===== src/rtl/rau_pkg.sv =====
package rau_pkg;

    // operand and internal widths
    localparam int W   = 16;
    localparam int DW  = 2 * W;
    localparam int NW  = 2 * W + 2;
    localparam int RNW = 33;
    localparam int RDW = 31;
    localparam int CW  = $clog2(DW + 1);

    // command codes
    localparam logic [2:0] CMD_MUL = 3'd0;
    localparam logic [2:0] CMD_DIV = 3'd1;
    localparam logic [2:0] CMD_ADD = 3'd2;
    localparam logic [2:0] CMD_SUB = 3'd3;
    localparam logic [2:0] CMD_LT  = 3'd4;
    localparam logic [2:0] CMD_GT  = 3'd5;

    // datapath operations issued by the controller
    typedef enum logic [4:0] {
        OP_NONE,
        OP_LOAD,
        OP_MUL_N,
        OP_MUL_D,
        OP_G_RED,
        OP_G_DEN,
        OP_G_STEP,
        OP_G_NEXT,
        OP_DIV_LA,
        OP_MUL_L,
        OP_DIV_Q1,
        OP_MUL_T1,
        OP_DIV_Q2,
        OP_MUL_T2,
        OP_SUM,
        OP_DIV_RN,
        OP_SAVE_N,
        OP_DIV_RD,
        OP_FIN_RED,
        OP_FIN_CMP,
        OP_FIN_ERR,
        OP_FIN_ZERO
    } t_op;

    // status from datapath to controller
    typedef struct packed {
        logic [2:0] cmd;
        logic       den_zero;
        logic       bnum_zero;
        logic       v_zero;
        logic       div_busy;
        logic       out_busy;
    } t_stat;

    // magnitude of an operand, widened
    function automatic logic [DW-1:0] mag_w(input logic signed [W-1:0] x);
        logic signed [DW-1:0] e;
        e = DW'(x);
        return x[W-1] ? DW'(-e) : DW'(e);
    endfunction

endpackage


===== src/rtl/rau_if.sv =====
// request channel
interface rau_req_if;
    logic                            valid;
    logic                            ready;
    logic [2:0]                      command;
    logic signed [rau_pkg::W-1:0]    a_num;
    logic signed [rau_pkg::W-1:0]    a_den;
    logic signed [rau_pkg::W-1:0]    b_num;
    logic signed [rau_pkg::W-1:0]    b_den;
    modport source (output valid, command, a_num, a_den, b_num, b_den, input ready);
    modport sink   (input valid, command, a_num, a_den, b_num, b_den, output ready);
endinterface

// result channel
interface rau_res_if;
    logic                            valid;
    logic                            ready;
    logic signed [rau_pkg::RNW-1:0]  res_num;
    logic [rau_pkg::RDW-1:0]         res_den;
    logic                            is_less;
    logic                            is_greater;
    logic                            error;
    modport source (output valid, res_num, res_den, is_less, is_greater, error, input ready);
    modport sink   (input valid, res_num, res_den, is_less, is_greater, error, output ready);
endinterface


===== src/rtl/rau_div.sv =====
module rau_div (
    input  logic                     i_clk,
    input  logic                     i_rst_n,
    input  logic                     i_start,
    input  logic [rau_pkg::DW-1:0]   i_dividend,
    input  logic [rau_pkg::DW-1:0]   i_divisor,
    output logic                     o_busy,
    output logic [rau_pkg::DW-1:0]   o_quot,
    output logic [rau_pkg::DW-1:0]   o_rem
);
    logic [rau_pkg::CW-1:0] r_cnt;
    logic [rau_pkg::DW-1:0] r_quo;
    logic [rau_pkg::DW-1:0] r_rem;
    logic [rau_pkg::DW-1:0] r_dvs;
    logic [rau_pkg::DW:0]   trial;

    // trial subtract of the shifted remainder
    assign trial = {r_rem, r_quo[rau_pkg::DW-1]} - {1'b0, r_dvs};

    // restoring division, one quotient bit a cycle
    always_ff @(posedge i_clk) begin
        if (!i_rst_n) begin
            r_cnt <= '0;
        end else if (i_start) begin
            r_cnt <= rau_pkg::CW'(rau_pkg::DW);
            r_quo <= i_dividend;
            r_rem <= '0;
            r_dvs <= i_divisor;
        end else if (r_cnt != '0) begin
            r_cnt <= r_cnt - 1'b1;
            if (!trial[rau_pkg::DW]) begin
                r_rem <= trial[rau_pkg::DW-1:0];
                r_quo <= {r_quo[rau_pkg::DW-2:0], 1'b1};
            end else begin
                r_rem <= {r_rem[rau_pkg::DW-2:0], r_quo[rau_pkg::DW-1]};
                r_quo <= {r_quo[rau_pkg::DW-2:0], 1'b0};
            end
        end
    end

    assign o_busy = (r_cnt != '0);
    assign o_quot = r_quo;
    assign o_rem  = r_rem;
endmodule


===== src/rtl/rau_dp.sv =====
module rau_dp (
    input  logic                          i_clk,
    input  logic                          i_rst_n,
    input  rau_pkg::t_op                  i_op,
    output rau_pkg::t_stat                o_stat,
    input  logic [2:0]                    i_command,
    input  logic signed [rau_pkg::W-1:0]  i_a_num,
    input  logic signed [rau_pkg::W-1:0]  i_a_den,
    input  logic signed [rau_pkg::W-1:0]  i_b_num,
    input  logic signed [rau_pkg::W-1:0]  i_b_den,
    input  logic                          i_res_ready,
    output logic                          o_res_valid,
    output logic signed [rau_pkg::RNW-1:0] o_res_num,
    output logic [rau_pkg::RDW-1:0]       o_res_den,
    output logic                          o_is_less,
    output logic                          o_is_greater,
    output logic                          o_error
);
    localparam int DW = rau_pkg::DW;
    localparam int NW = rau_pkg::NW;

    logic [2:0]                  r_cmd;
    logic signed [rau_pkg::W-1:0] r_an, r_ad, r_bn, r_bd;
    logic signed [NW-1:0]        r_n, r_t1, r_t2;
    logic                        r_dneg;
    logic [DW-1:0]               r_dmag, r_u, r_v, r_l, r_qn;
    logic signed [rau_pkg::RNW-1:0] r_onum;
    logic [rau_pkg::RDW-1:0]     r_oden;
    logic                        r_oless, r_ogt, r_oerr, r_ov;

    logic signed [DW:0]          ma, mb;
    logic signed [2*DW+1:0]      prod;
    logic signed [NW-1:0]        pn;
    logic [DW-1:0]               n_mag, ad_mag, bd_mag;
    logic                        div_start, div_busy;
    logic [DW-1:0]               dvd, dvs, quot, rem;
    logic                        fin;

    assign ad_mag = rau_pkg::mag_w(r_ad);
    assign bd_mag = rau_pkg::mag_w(r_bd);
    assign n_mag  = r_n[NW-1] ? DW'(-r_n) : DW'(r_n);

    // shared multiplier operand select
    always_comb begin
        ma = '0;
        mb = '0;
        case (i_op)
            rau_pkg::OP_MUL_N: begin
                ma = (DW+1)'(r_an);
                mb = (r_cmd == rau_pkg::CMD_DIV) ? (DW+1)'(r_bd) : (DW+1)'(r_bn);
            end
            rau_pkg::OP_MUL_D: begin
                ma = (DW+1)'(r_ad);
                mb = (r_cmd == rau_pkg::CMD_DIV) ? (DW+1)'(r_bn) : (DW+1)'(r_bd);
            end
            rau_pkg::OP_MUL_L: begin
                ma = {1'b0, quot};
                mb = {1'b0, bd_mag};
            end
            rau_pkg::OP_MUL_T1, rau_pkg::OP_MUL_T2: begin
                ma = (i_op == rau_pkg::OP_MUL_T1) ? (DW+1)'(r_an) : (DW+1)'(r_bn);
                mb = {1'b0, quot};
            end
            default: begin
                ma = '0;
                mb = '0;
            end
        endcase
    end

    assign prod = ma * mb;
    assign pn   = prod[NW-1:0];

    // divider operand select
    always_comb begin
        div_start = 1'b1;
        dvd = r_u;
        dvs = r_v;
        case (i_op)
            rau_pkg::OP_G_STEP: begin
                dvd = r_u;
                dvs = r_v;
            end
            rau_pkg::OP_DIV_LA: begin
                dvd = ad_mag;
                dvs = r_u;
            end
            rau_pkg::OP_DIV_Q1: begin
                dvd = r_l;
                dvs = ad_mag;
            end
            rau_pkg::OP_DIV_Q2: begin
                dvd = r_l;
                dvs = bd_mag;
            end
            rau_pkg::OP_DIV_RN: begin
                dvd = n_mag;
                dvs = r_u;
            end
            rau_pkg::OP_DIV_RD: begin
                dvd = r_dmag;
                dvs = r_u;
            end
            default: div_start = 1'b0;
        endcase
    end

    rau_div u_div (
        .i_clk      (i_clk),
        .i_rst_n    (i_rst_n),
        .i_start    (div_start),
        .i_dividend (dvd),
        .i_divisor  (dvs),
        .o_busy     (div_busy),
        .o_quot     (quot),
        .o_rem      (rem)
    );

    // working registers
    always_ff @(posedge i_clk) begin
        case (i_op)
            rau_pkg::OP_LOAD: begin
                r_cmd <= i_command;
                r_an  <= i_a_num;
                r_ad  <= i_a_den;
                r_bn  <= i_b_num;
                r_bd  <= i_b_den;
            end
            rau_pkg::OP_MUL_N: r_n <= pn;
            rau_pkg::OP_MUL_D: begin
                r_dneg <= pn[NW-1];
                r_dmag <= pn[NW-1] ? DW'(-pn) : DW'(pn);
            end
            rau_pkg::OP_G_RED: begin
                r_u <= n_mag;
                r_v <= r_dmag;
            end
            rau_pkg::OP_G_DEN: begin
                r_u <= ad_mag;
                r_v <= bd_mag;
            end
            rau_pkg::OP_G_NEXT: begin
                r_u <= r_v;
                r_v <= rem;
            end
            rau_pkg::OP_MUL_L:  r_l <= pn[DW-1:0];
            rau_pkg::OP_MUL_T1: r_t1 <= r_ad[rau_pkg::W-1] ? -pn : pn;
            rau_pkg::OP_MUL_T2: r_t2 <= r_bd[rau_pkg::W-1] ? -pn : pn;
            rau_pkg::OP_SUM: begin
                r_n    <= (r_cmd == rau_pkg::CMD_ADD) ? r_t1 + r_t2 : r_t1 - r_t2;
                r_dneg <= 1'b0;
                r_dmag <= r_l;
            end
            rau_pkg::OP_SAVE_N: r_qn <= quot;
            default: ;
        endcase
    end

    assign fin = (i_op == rau_pkg::OP_FIN_RED) || (i_op == rau_pkg::OP_FIN_CMP)
              || (i_op == rau_pkg::OP_FIN_ERR) || (i_op == rau_pkg::OP_FIN_ZERO);

    // result register
    always_ff @(posedge i_clk) begin
        if (!i_rst_n) begin
            r_ov <= 1'b0;
        end else if (fin) begin
            r_ov <= 1'b1;
        end else if (i_res_ready) begin
            r_ov <= 1'b0;
        end
        if (fin) begin
            r_onum  <= '0;
            r_oden  <= '0;
            r_oless <= 1'b0;
            r_ogt   <= 1'b0;
            r_oerr  <= 1'b0;
            case (i_op)
                rau_pkg::OP_FIN_RED: begin
                    r_onum <= (r_n[NW-1] != r_dneg) ? -rau_pkg::RNW'(r_qn)
                                                    : rau_pkg::RNW'(r_qn);
                    r_oden <= quot[rau_pkg::RDW-1:0];
                end
                rau_pkg::OP_FIN_CMP: begin
                    r_oless <= (r_cmd == rau_pkg::CMD_LT) && (r_t1 < r_t2);
                    r_ogt   <= (r_cmd == rau_pkg::CMD_GT) && (r_t1 > r_t2);
                end
                rau_pkg::OP_FIN_ERR: r_oerr <= 1'b1;
                default: ;
            endcase
        end
    end

    assign o_stat.cmd       = r_cmd;
    assign o_stat.den_zero  = (r_ad == '0) || (r_bd == '0);
    assign o_stat.bnum_zero = (r_bn == '0);
    assign o_stat.v_zero    = (r_v == '0);
    assign o_stat.div_busy  = div_busy;
    assign o_stat.out_busy  = r_ov && !i_res_ready;

    assign o_res_valid  = r_ov;
    assign o_res_num    = r_onum;
    assign o_res_den    = r_oden;
    assign o_is_less    = r_oless;
    assign o_is_greater = r_ogt;
    assign o_error      = r_oerr;
endmodule


===== src/rtl/rau_ctrl.sv =====
module rau_ctrl (
    input  logic           i_clk,
    input  logic           i_rst_n,
    input  logic           i_req_valid,
    output logic           o_req_ready,
    input  rau_pkg::t_stat i_stat,
    output rau_pkg::t_op   o_op
);
    typedef enum logic [4:0] {
        ST_IDLE, ST_CHECK, ST_MUL_N, ST_MUL_D, ST_GR_INIT, ST_GD_INIT,
        ST_G_TEST, ST_G_STEP, ST_G_NEXT, ST_LA_DIV, ST_MUL_L, ST_Q1_DIV,
        ST_T1, ST_Q2_DIV, ST_T2, ST_SUM, ST_RN_DIV, ST_SAVE_N, ST_RD_DIV,
        ST_WAIT, ST_FIN_RED, ST_FIN_CMP, ST_FIN_ERR, ST_FIN_ZERO
    } t_state;

    t_state r_state, n_state, r_ret, n_ret;
    logic   r_red, n_red;

    assign o_req_ready = (r_state == ST_IDLE);

    // next state and operation
    always_comb begin
        n_state = r_state;
        n_ret   = r_ret;
        n_red   = r_red;
        o_op    = rau_pkg::OP_NONE;
        case (r_state)
            ST_IDLE: begin
                if (i_req_valid) begin
                    o_op    = rau_pkg::OP_LOAD;
                    n_state = ST_CHECK;
                end
            end
            ST_CHECK: begin
                if (i_stat.cmd > rau_pkg::CMD_GT) begin
                    n_state = ST_FIN_ZERO;
                end else if (i_stat.den_zero) begin
                    n_state = ST_FIN_ERR;
                end else if (i_stat.cmd == rau_pkg::CMD_DIV && i_stat.bnum_zero) begin
                    n_state = ST_FIN_ERR;
                end else if (i_stat.cmd <= rau_pkg::CMD_DIV) begin
                    n_state = ST_MUL_N;
                end else begin
                    n_state = ST_GD_INIT;
                end
            end
            ST_MUL_N: begin
                o_op    = rau_pkg::OP_MUL_N;
                n_state = ST_MUL_D;
            end
            ST_MUL_D: begin
                o_op    = rau_pkg::OP_MUL_D;
                n_state = ST_GR_INIT;
            end
            ST_GR_INIT: begin
                o_op    = rau_pkg::OP_G_RED;
                n_red   = 1'b1;
                n_state = ST_G_TEST;
            end
            ST_GD_INIT: begin
                o_op    = rau_pkg::OP_G_DEN;
                n_red   = 1'b0;
                n_state = ST_G_TEST;
            end
            ST_G_TEST: begin
                if (i_stat.v_zero) begin
                    n_state = r_red ? ST_RN_DIV : ST_LA_DIV;
                end else begin
                    n_state = ST_G_STEP;
                end
            end
            ST_G_STEP: begin
                o_op    = rau_pkg::OP_G_STEP;
                n_ret   = ST_G_NEXT;
                n_state = ST_WAIT;
            end
            ST_G_NEXT: begin
                o_op    = rau_pkg::OP_G_NEXT;
                n_state = ST_G_TEST;
            end
            ST_LA_DIV: begin
                o_op    = rau_pkg::OP_DIV_LA;
                n_ret   = ST_MUL_L;
                n_state = ST_WAIT;
            end
            ST_MUL_L: begin
                o_op    = rau_pkg::OP_MUL_L;
                n_state = ST_Q1_DIV;
            end
            ST_Q1_DIV: begin
                o_op    = rau_pkg::OP_DIV_Q1;
                n_ret   = ST_T1;
                n_state = ST_WAIT;
            end
            ST_T1: begin
                o_op    = rau_pkg::OP_MUL_T1;
                n_state = ST_Q2_DIV;
            end
            ST_Q2_DIV: begin
                o_op    = rau_pkg::OP_DIV_Q2;
                n_ret   = ST_T2;
                n_state = ST_WAIT;
            end
            ST_T2: begin
                o_op    = rau_pkg::OP_MUL_T2;
                n_state = (i_stat.cmd >= rau_pkg::CMD_LT) ? ST_FIN_CMP : ST_SUM;
            end
            ST_SUM: begin
                o_op    = rau_pkg::OP_SUM;
                n_state = ST_GR_INIT;
            end
            ST_RN_DIV: begin
                o_op    = rau_pkg::OP_DIV_RN;
                n_ret   = ST_SAVE_N;
                n_state = ST_WAIT;
            end
            ST_SAVE_N: begin
                o_op    = rau_pkg::OP_SAVE_N;
                n_state = ST_RD_DIV;
            end
            ST_RD_DIV: begin
                o_op    = rau_pkg::OP_DIV_RD;
                n_ret   = ST_FIN_RED;
                n_state = ST_WAIT;
            end
            ST_WAIT: begin
                if (!i_stat.div_busy) begin
                    n_state = r_ret;
                end
            end
            ST_FIN_RED, ST_FIN_CMP, ST_FIN_ERR, ST_FIN_ZERO: begin
                if (!i_stat.out_busy) begin
                    case (r_state)
                        ST_FIN_RED: o_op = rau_pkg::OP_FIN_RED;
                        ST_FIN_CMP: o_op = rau_pkg::OP_FIN_CMP;
                        ST_FIN_ERR: o_op = rau_pkg::OP_FIN_ERR;
                        default:    o_op = rau_pkg::OP_FIN_ZERO;
                    endcase
                    n_state = ST_IDLE;
                end
            end
            default: n_state = ST_IDLE;
        endcase
    end

    // state register
    always_ff @(posedge i_clk) begin
        if (!i_rst_n) begin
            r_state <= ST_IDLE;
            r_ret   <= ST_IDLE;
            r_red   <= 1'b0;
        end else begin
            r_state <= n_state;
            r_ret   <= n_ret;
            r_red   <= n_red;
        end
    end
endmodule


===== src/rtl/rational_arithmetic_unit.sv =====
// an error or unused command goes straight to its result; every other command runs
// gcd remainder steps and further divisions on the shared 32-bit bit-serial
// divider, which sets how long a request takes
// throughput: one request at a time; a new request is taken while a result waits
// reset: synchronous active-low i_rst_n returns the controller to idle and
// empties the result register
module rational_arithmetic_unit (
    input  logic      i_clk,
    input  logic      i_rst_n,
    rau_req_if.sink   i_req,
    rau_res_if.source o_res
);
    rau_pkg::t_op   op;
    rau_pkg::t_stat stat;

    // controller
    rau_ctrl u_ctrl (
        .i_clk       (i_clk),
        .i_rst_n     (i_rst_n),
        .i_req_valid (i_req.valid),
        .o_req_ready (i_req.ready),
        .i_stat      (stat),
        .o_op        (op)
    );

    // datapath
    rau_dp u_dp (
        .i_clk        (i_clk),
        .i_rst_n      (i_rst_n),
        .i_op         (op),
        .o_stat       (stat),
        .i_command    (i_req.command),
        .i_a_num      (i_req.a_num),
        .i_a_den      (i_req.a_den),
        .i_b_num      (i_req.b_num),
        .i_b_den      (i_req.b_den),
        .i_res_ready  (o_res.ready),
        .o_res_valid  (o_res.valid),
        .o_res_num    (o_res.res_num),
        .o_res_den    (o_res.res_den),
        .o_is_less    (o_res.is_less),
        .o_is_greater (o_res.is_greater),
        .o_error      (o_res.error)
    );
endmodule


===== src/flat_wrapper.sv =====
// flat-port wrapper written by rule: the top's interface ports become plain ports
module rational_arithmetic_unit_flat 
  (i_clk, i_rst_n, i_req_valid, i_req_command, i_req_a_num, i_req_a_den, i_req_b_num, i_req_b_den, i_req_ready, o_res_valid, o_res_res_num, o_res_res_den, o_res_is_less, o_res_is_greater, o_res_error, o_res_ready);
  rau_req_if i_req_i ();
  rau_res_if o_res_i ();
  input  logic i_clk;
  input  logic i_rst_n;
  input wire logic [$bits(i_req_i.valid)-1:0] i_req_valid;
  input wire logic [$bits(i_req_i.command)-1:0] i_req_command;
  input wire logic [$bits(i_req_i.a_num)-1:0] i_req_a_num;
  input wire logic [$bits(i_req_i.a_den)-1:0] i_req_a_den;
  input wire logic [$bits(i_req_i.b_num)-1:0] i_req_b_num;
  input wire logic [$bits(i_req_i.b_den)-1:0] i_req_b_den;
  output wire logic [$bits(i_req_i.ready)-1:0] i_req_ready;
  output wire logic [$bits(o_res_i.valid)-1:0] o_res_valid;
  output wire logic [$bits(o_res_i.res_num)-1:0] o_res_res_num;
  output wire logic [$bits(o_res_i.res_den)-1:0] o_res_res_den;
  output wire logic [$bits(o_res_i.is_less)-1:0] o_res_is_less;
  output wire logic [$bits(o_res_i.is_greater)-1:0] o_res_is_greater;
  output wire logic [$bits(o_res_i.error)-1:0] o_res_error;
  input wire logic [$bits(o_res_i.ready)-1:0] o_res_ready;
  assign i_req_i.valid = i_req_valid;
  assign i_req_i.command = i_req_command;
  assign i_req_i.a_num = i_req_a_num;
  assign i_req_i.a_den = i_req_a_den;
  assign i_req_i.b_num = i_req_b_num;
  assign i_req_i.b_den = i_req_b_den;
  assign i_req_ready = i_req_i.ready;
  assign o_res_valid = o_res_i.valid;
  assign o_res_res_num = o_res_i.res_num;
  assign o_res_res_den = o_res_i.res_den;
  assign o_res_is_less = o_res_i.is_less;
  assign o_res_is_greater = o_res_i.is_greater;
  assign o_res_error = o_res_i.error;
  assign o_res_i.ready = o_res_ready;
  rational_arithmetic_unit u_core (.i_clk(i_clk), .i_rst_n(i_rst_n), .i_req(i_req_i), .o_res(o_res_i));
endmodule

===== config.mk =====
export PLATFORM = sky130hd
export DESIGN_NAME = rational_arithmetic_unit_flat
export DESIGN_NICKNAME = d
export VERILOG_FILES = /design/src/rtl/rau_pkg.sv /design/src/rtl/rau_if.sv /design/src/rtl/rau_div.sv /design/src/rtl/rau_dp.sv /design/src/rtl/rau_ctrl.sv /design/src/rtl/rational_arithmetic_unit.sv /design/src/flat_wrapper.sv
export SDC_FILE = /design/constraint.sdc
export NUM_CORES = 2
export LEC_CHECK = 0
export BUFFER_PORTS_ARGS = -buffer_cell sky130_fd_sc_hd__buf_2
export CAP_MARGIN = 30
export CORE_ASPECT_RATIO = 0.5
export CORE_MARGIN = 2
export CORE_UTILIZATION = 50
export CTS_BUF_LIST = sky130_fd_sc_hd__clkbuf_4 sky130_fd_sc_hd__clkbuf_8
export DETAILED_ROUTE_END_ITERATION = 10
export PLACE_DENSITY = 0.63
export SKIP_LAST_GASP = 1
export SYNTH_ARGS = -nofsm -noshare
export SYNTH_HDL_FRONTEND = slang
export SYNTH_HIERARCHICAL = 1
export SYNTH_SLANG_ARGS = --single-unit

===== constraint.sdc =====
create_clock -name i_clk -period 26 [get_ports i_clk]
set_input_delay 5.2 -clock i_clk [delete_from_list [all_inputs] [get_ports i_clk]]
set_output_delay 5.2 -clock i_clk [all_outputs]
set_load 0.02 [all_outputs]

-- Yosys cells after proc, flatten, opt, wreduce, memory -nomap -nowiden
Index checks and enable logic that the tools add are counted.
- register bits: 511
- word-level logic and storage cells: 180
- ROM bits: 0
- output and inout bits: 69
- input port bits: 71
- latch bits: 0
- memories kept: 0
- bits in writable memories: 0
- shifts and indexed selects: 0
- bitwise operators: 1
- magnitude comparators: 5
- equal/unequal tests: 52
- add/subtract/negate cells: 9
- multipliers: 1
- divide/modulo/power cells: 0
- mux-type cells: 48
- reductions and logical operators: 35
- operators by type and width (cell ; number):
    $mux 32 ; 9
    $pmux 32 s3 ; 3
    $pmux 33 s4 ; 2
    $pmux 32 s4 ; 1
    $mux 34 ; 3
    $mux 33 ; 3
    $pmux 5 s18 ; 1
    $eq 5x4->1 const B ; 16
    $eq 5x5->1 const B ; 14
    $pmux 34 s2 ; 1
    $pmux 5 s13 ; 1
    $neg 16->32 ; 2
    $pmux 32 s2 ; 1
    $mux 5 ; 10
    $logic_not 16->1 ; 3
    $eq 5x3->1 const B ; 8
    $add 34x34->34 ; 1
    $gt 34x34->1 ; 1
    $lt 34x34->1 ; 1
    $mul 33x33->34 ; 1
    $neg 34->34 ; 1
    $sub 34x34->34 ; 1
    $neg 32->33 ; 1
    $sub 33x32->33 ; 1
    other kinds (33) ; 65

-- Logic depth before layout (Yosys ltp)
- depth after elaboration: 11
- depth in mapped cells: 48
- mapped depth without buffers: 40

-- Modules after synthesis
Netlist, hierarchy kept.
- by module, submodules not included (module ; area each (um2) ; instances ; sequential area each (um2) ; cells each):
    rau_dp ; 42345.6 ; 1 ; 11911.4 ; 4617
    rau_div ; 6208.5 ; 1 ; 3002.9 ; 583
    rau_ctrl ; 1078.5 ; 1 ; 220.2 ; 160

-- Least setup slack after synthesis
OpenSTA, ideal clock, no wires.
- path type: input -> register
- start point: input o_res_ready
- end point: register u_core.u_dp.r_dmag[30] (data pin)
- setup time: 0.266 ns
- required time: 25.734 ns
- stages: 39
- path buffers: 3
- arrival: 15.644 ns
- path slack: 10.090 ns
- cells stage by stage: nor2b_1 > o21ai_0 > a21oi_1 > o21ai_1 > buf_2 > nand2b_1 > nor2_1 > mux2i_1 > o2111ai_1 > clkbuf_1 > nand2_1 > fa_1 > inv_1 > fa_1 > inv_1 > fa_1 > inv_1 > fa_1 > (+3 left out) > fa_1 > fa_1 > inv_1 > ha_1 > o211ai_1 > a21oi_1 > o311a_1 > o31a_1 > nor2_1 > or4_4 > or4b_1 > buf_2 > nor2_4 > nand4b_1 > or4_4 > nand2_1 > xor2_1 > o21ai_1
- longest elaborated chain between the ends: 11
- elaborated cells on any way between the ends: 18
- those cells by class: add/sub: 1; mul: 1; eq/ne: 6; mux: 7; reduce/logical: 3
- ends and longest elaborated chain (item ; RTL line ; text):
    from (decl) ; flat_wrapper.sv:21 ; input wire logic [$bits(o_res_i.ready)-1:0] o_res_ready;
    $logic_not 1->1 (*) ; rau_dp.sv:198 ; assign o_stat.out_busy = r_ov && !i_res_ready;
    $logic_and 1x1->1 (*) ; rau_dp.sv:198 ;
    $mux 5 (*) ; rau_ctrl.sv:132 ; if (!i_stat.out_busy) begin
    $pmux 5 s18 (*) ; rau_ctrl.sv:27 ; case (r_state)
    named net u_core.op[2] ; rational_arithmetic_unit.sv:13 ; rau_pkg::t_op op;
    $eq 5x4->1 (on tied branches) ; rau_dp.sv:47, rau_dp.sv:61 ;
    $mux 33 or $reduce_or 2->1 (tied branches) ; rau_dp.sv:61, rau_dp.sv:47 ;
    $pmux 33 s4 ; rau_dp.sv:47 ; case (i_op)
    $mul 33x33->34 (*) ; rau_dp.sv:71 ; assign prod = ma * mb;
    named net u_core.u_dp.prod[13] ; rau_dp.sv:32 ; logic signed [2*DW+1:0] prod;
    $neg 34->34 (*) ; n/a ;
    $mux 32 (*) ; rau_dp.sv:132 ; r_dmag <= pn[NW-1] ? DW'(-pn) : DW'(pn);
    $pmux 32 s2 (*) ; rau_dp.sv:121 ; case (i_op)
    to (signal assigned) ; rau_dp.sv:132 ;
    to (signal assigned) ; rau_dp.sv:152 ; r_dmag <= r_l;
    to (decl) ; rau_dp.sv:26 ; logic [DW-1:0] r_dmag, r_u, r_v, r_l, r_qn;
Mark *: on every way through the listed nets, which the timed path passes. The rest lies on a longest branch.
A chain may end at the register's enable or synchronous reset.

==> impl_metrics.yaml <==
status:
  status: "finished, final reports clean"
die:
  fp.dieArea_um2: 102000
  die_width_um: 450
  die_h_um: 227
  rows: 81
  core-area_um2: 98000
  start_util_pct: 50.6
  io_pins: 140
sta:
  period_share_pct: 66.6
  finalClockSkew_ps: 44.6
  fmax_mhz: 57.8
  final_max_slew_viol_count: 0
  timing.setup.tns_ps: 0
  hold_viol: 0
  fin_crit_ps: 17310
  setup_viol: 0
  max-slew-margin-rel_pct: 26.2
  setup_ws_ps: 8690
  grt_setup_unrepaired: "no"
  tightestPinTransition_ps: 1100
route:
  wire_per_inst_um: 26.0
  firstDrtPassIters: 7
  drtIter0Drc: 5697
  wl_met1_um: 75700
  finalWirelength_um: 178000
  drc: 0
  num_vias: 41500
  vias_per_cell: 6.08
  wl_met3_um: 21000
  highest_layer: "met5"
  antenna_left: 0
  wl_met2_um: 75100
power_and_ir_drop:
  power.density_nw_per_um2: 123
  ir_drop_v: 0.000101
  total_power_w: 0.00663
  p_leak_nw: 22.0
global_routing:
  overflow: 0
  grt_pass1_wl_um: 261000
  grt_max_degree: 91
  antenna_found_initial: 12
  track_usage_pct: 34.6
  grt_pass1_vias: 40400
place:
  hpwl_um: 136000
  place.gp.congestion: 0.995
  io_buffers: 139
  dp_slack_ps: 8180
synthesis:
  synth_top_area_share_pct: 29.8
  synth_edf_count: 492
  synth_async_sr_flop_share_pct: 0
  avgSynthCellArea_um2: 9.26
  syn-cell-area_um2: 49600
  synth_flop_cell: "edfxtp_1"
  synthTopCellsByArea: "edfxtp_1, fa_1, ha_1, inv_1, nand2_1"
  synth_seq_area_share_pct: 30.5
  syn_inst: 5360
  yosysWarnings: 6
  synth_area_leader_cell: "edfxtp_1"
  ys_seq_elements: 510
  syn_nets: 6161
  synth.distinct_cells: 108
setup_path:
  crit_top_cell: "fa_1"
  crit_buf_inv: 9
  timing.rr.start: "u_core/u_ctrl/r_state[2]"
  worst_setup_path_start_kind: "primary input"
  cp_max_fo: 68
  crit_arrival_ps: 17750
  endpoint_kind: "register"
  path_class: "in2reg"
  critical_path.top_delay_family: "simple AND/OR/NAND/NOR gates"
  cp_slowest_cell: "nor3b_2"
  crit_required_ps: 26440
  max_stage_delay_ps: 820
  startpoint: "o_res_ready"
clocking:
  cts-buffers-inserted: 85
  cts_resized: 0
  clockBufferDepth: 3
  tritoncts: "done"
  insertion_delay_ps: 730
  cts.sinks: 510
  hold_buffers: 0
  clockRootBuffer: "clkbuf_8"
  clk_pin_slew_ps: 60
  htreeDepth: 3
  cts_setup_buffers: 0
final_layout:
  fillers: 8947
  final_common_cell: "inv_1"
  layout_common_cells: "inv_1, nand2_1, nor2_1"
  syn_to_final_growth_pct: 8.28
  fin_nets: 6235
  drive_above_1_share_pct: 9.65
run:
  maxCapViolCount: 0
worst_hold_path:
  hp-class: "reg2reg"
  hold_start: "u_core/u_dp/u_div/o_quot[6]"
## registers in the layout (all words and copies together) (netlist names), 6 cells and up
name / flops
u_core/u_dp/r_v: 32
u_core/u_dp/r_qn: 32
u_core/u_dp/r_bd: 16
u_core/u_dp/r_t2: 34
u_core/u_dp/r_l: 32
u_core/u_dp/r_t1: 34
u_core/u_dp/r_bn: 16
u_core/u_dp/u_div/o_quot: 32
u_core/u_dp/r_n: 33
u_core/u_dp/o_res_den: 31
u_core/u_dp/u_div/r_cnt: 6
u_core/u_dp/o_res_num: 33
u_core/u_dp/r_ad: 16
u_core/u_dp/r_an: 16
u_core/u_dp/r_dmag: 32
u_core/u_dp/u_div/r_dvs: 32
u_core/u_dp/u_div/o_rem: 32
u_core/u_dp/r_u: 32
## layer usage
| layer | GRT usage (%) | vias to the layer above |
|---|---|---|
| met3 | 9.83 | 298 |
| met1 | 49.6 | 20800 |
| met4 | 10.9 | 2 |
| met2 | 50.5 | 2191 |
| met5 | 0 | - |
| li1 | - | 18200 |
## layout make-up
cell class	count	area, µm²	area share (%)
multi-input cells	3862	30900	57.5
flip-flops and latches	510	15100	28.2
inverters	706	2650	4.93
repair buffers	269	1690	3.15
well taps	1328	1660	3.09
clock buffers	110	1370	2.55
clock inverters	44	324	0.603
diodes	6	15.0	0.0279
## final timing paths
path,endpoint,slack (ps),cells past startpoint
worst max-delay path,u_core/u_dp/r_dmag[31],8690,40
worst min-delay path,u_core/u_dp/r_qn[6],480,0
worst max register to register,u_core/u_dp/r_dmag[31],12030,41
worst min register to register,u_core/u_dp/r_qn[6],480,0
## report_power, final
part	internal, W	switching (W)
clock	0.000386	0.000352
combinational	0.00138	0.00285
sequential	0.00137	0.000296
total	0.00314	0.00349
## stage by stage
| stage | area (µm²) | hold slack (ps) | cells | util (%) |
|---|---|---|---|---|
| global route | 53700 | 498 | 6831 | 54.8 |
| global placement | 52000 | 441 | 6667 | 53.0 |
| floorplan | 49600 | 446 | 5360 | - |
| CTS | 53700 | 478 | 6824 | 54.8 |
| finish | 53700 | 478 | 6835 | 54.8 |
| detailed placement | 52000 | 461 | 6670 | 53.0 |
## cells by family (layout without fill, tap and decap cells)
kind of cell / Yosys count / count (layout) / synth area share [%]
flip-flops: 510 / 510 / 30.5
AO/OA/AOI/OAI: 1000 / 1000 / 13.3
XOR/XNOR: 307 / 307 / 5.68
adder cells (fa/ha/maj): 731 / 731 / 25.6
AND/OR/NAND/NOR: 1762 / 1762 / 16.0
buffers and inverters: 988 / 1129 / 7.67
other: 0 / 6 / 0
multiplexers: 62 / 62 / 1.33
## synth_stat cells (13+ instances only)
cell type / count
o22ai_1: 13
and3_1: 21
o31ai_1: 28
a31oi_1: 33
or4_1: 17
buf_1: 24
xor2_1: 74
nand2_1: 696
nand2b_1: 47
o21ai_0: 192
o211ai_1: 31
dfxtp_1: 18
and2_1: 52
ha_1: 257
xnor2_1: 223
a221o_1: 15
a211oi_1: 27
inv_1: 703
nand4_1: 33
o21a_1: 28
mux2i_1: 30
or3_1: 33
o21bai_1: 21
nor4_1: 37
nor3_1: 77
a21oi_1: 317
fa_1: 473
nand3_1: 116
o2111ai_1: 20
a222oi_1: 22
buf_2: 35
a21o_1: 52
nor2_1: 529
clkbuf_1: 213
a221oi_1: 25
mux2_2: 32
o21ai_1: 25
or2_2: 13
nor2b_1: 27
edfxtp_1: 492
Power figures use the tool's default switching activity.
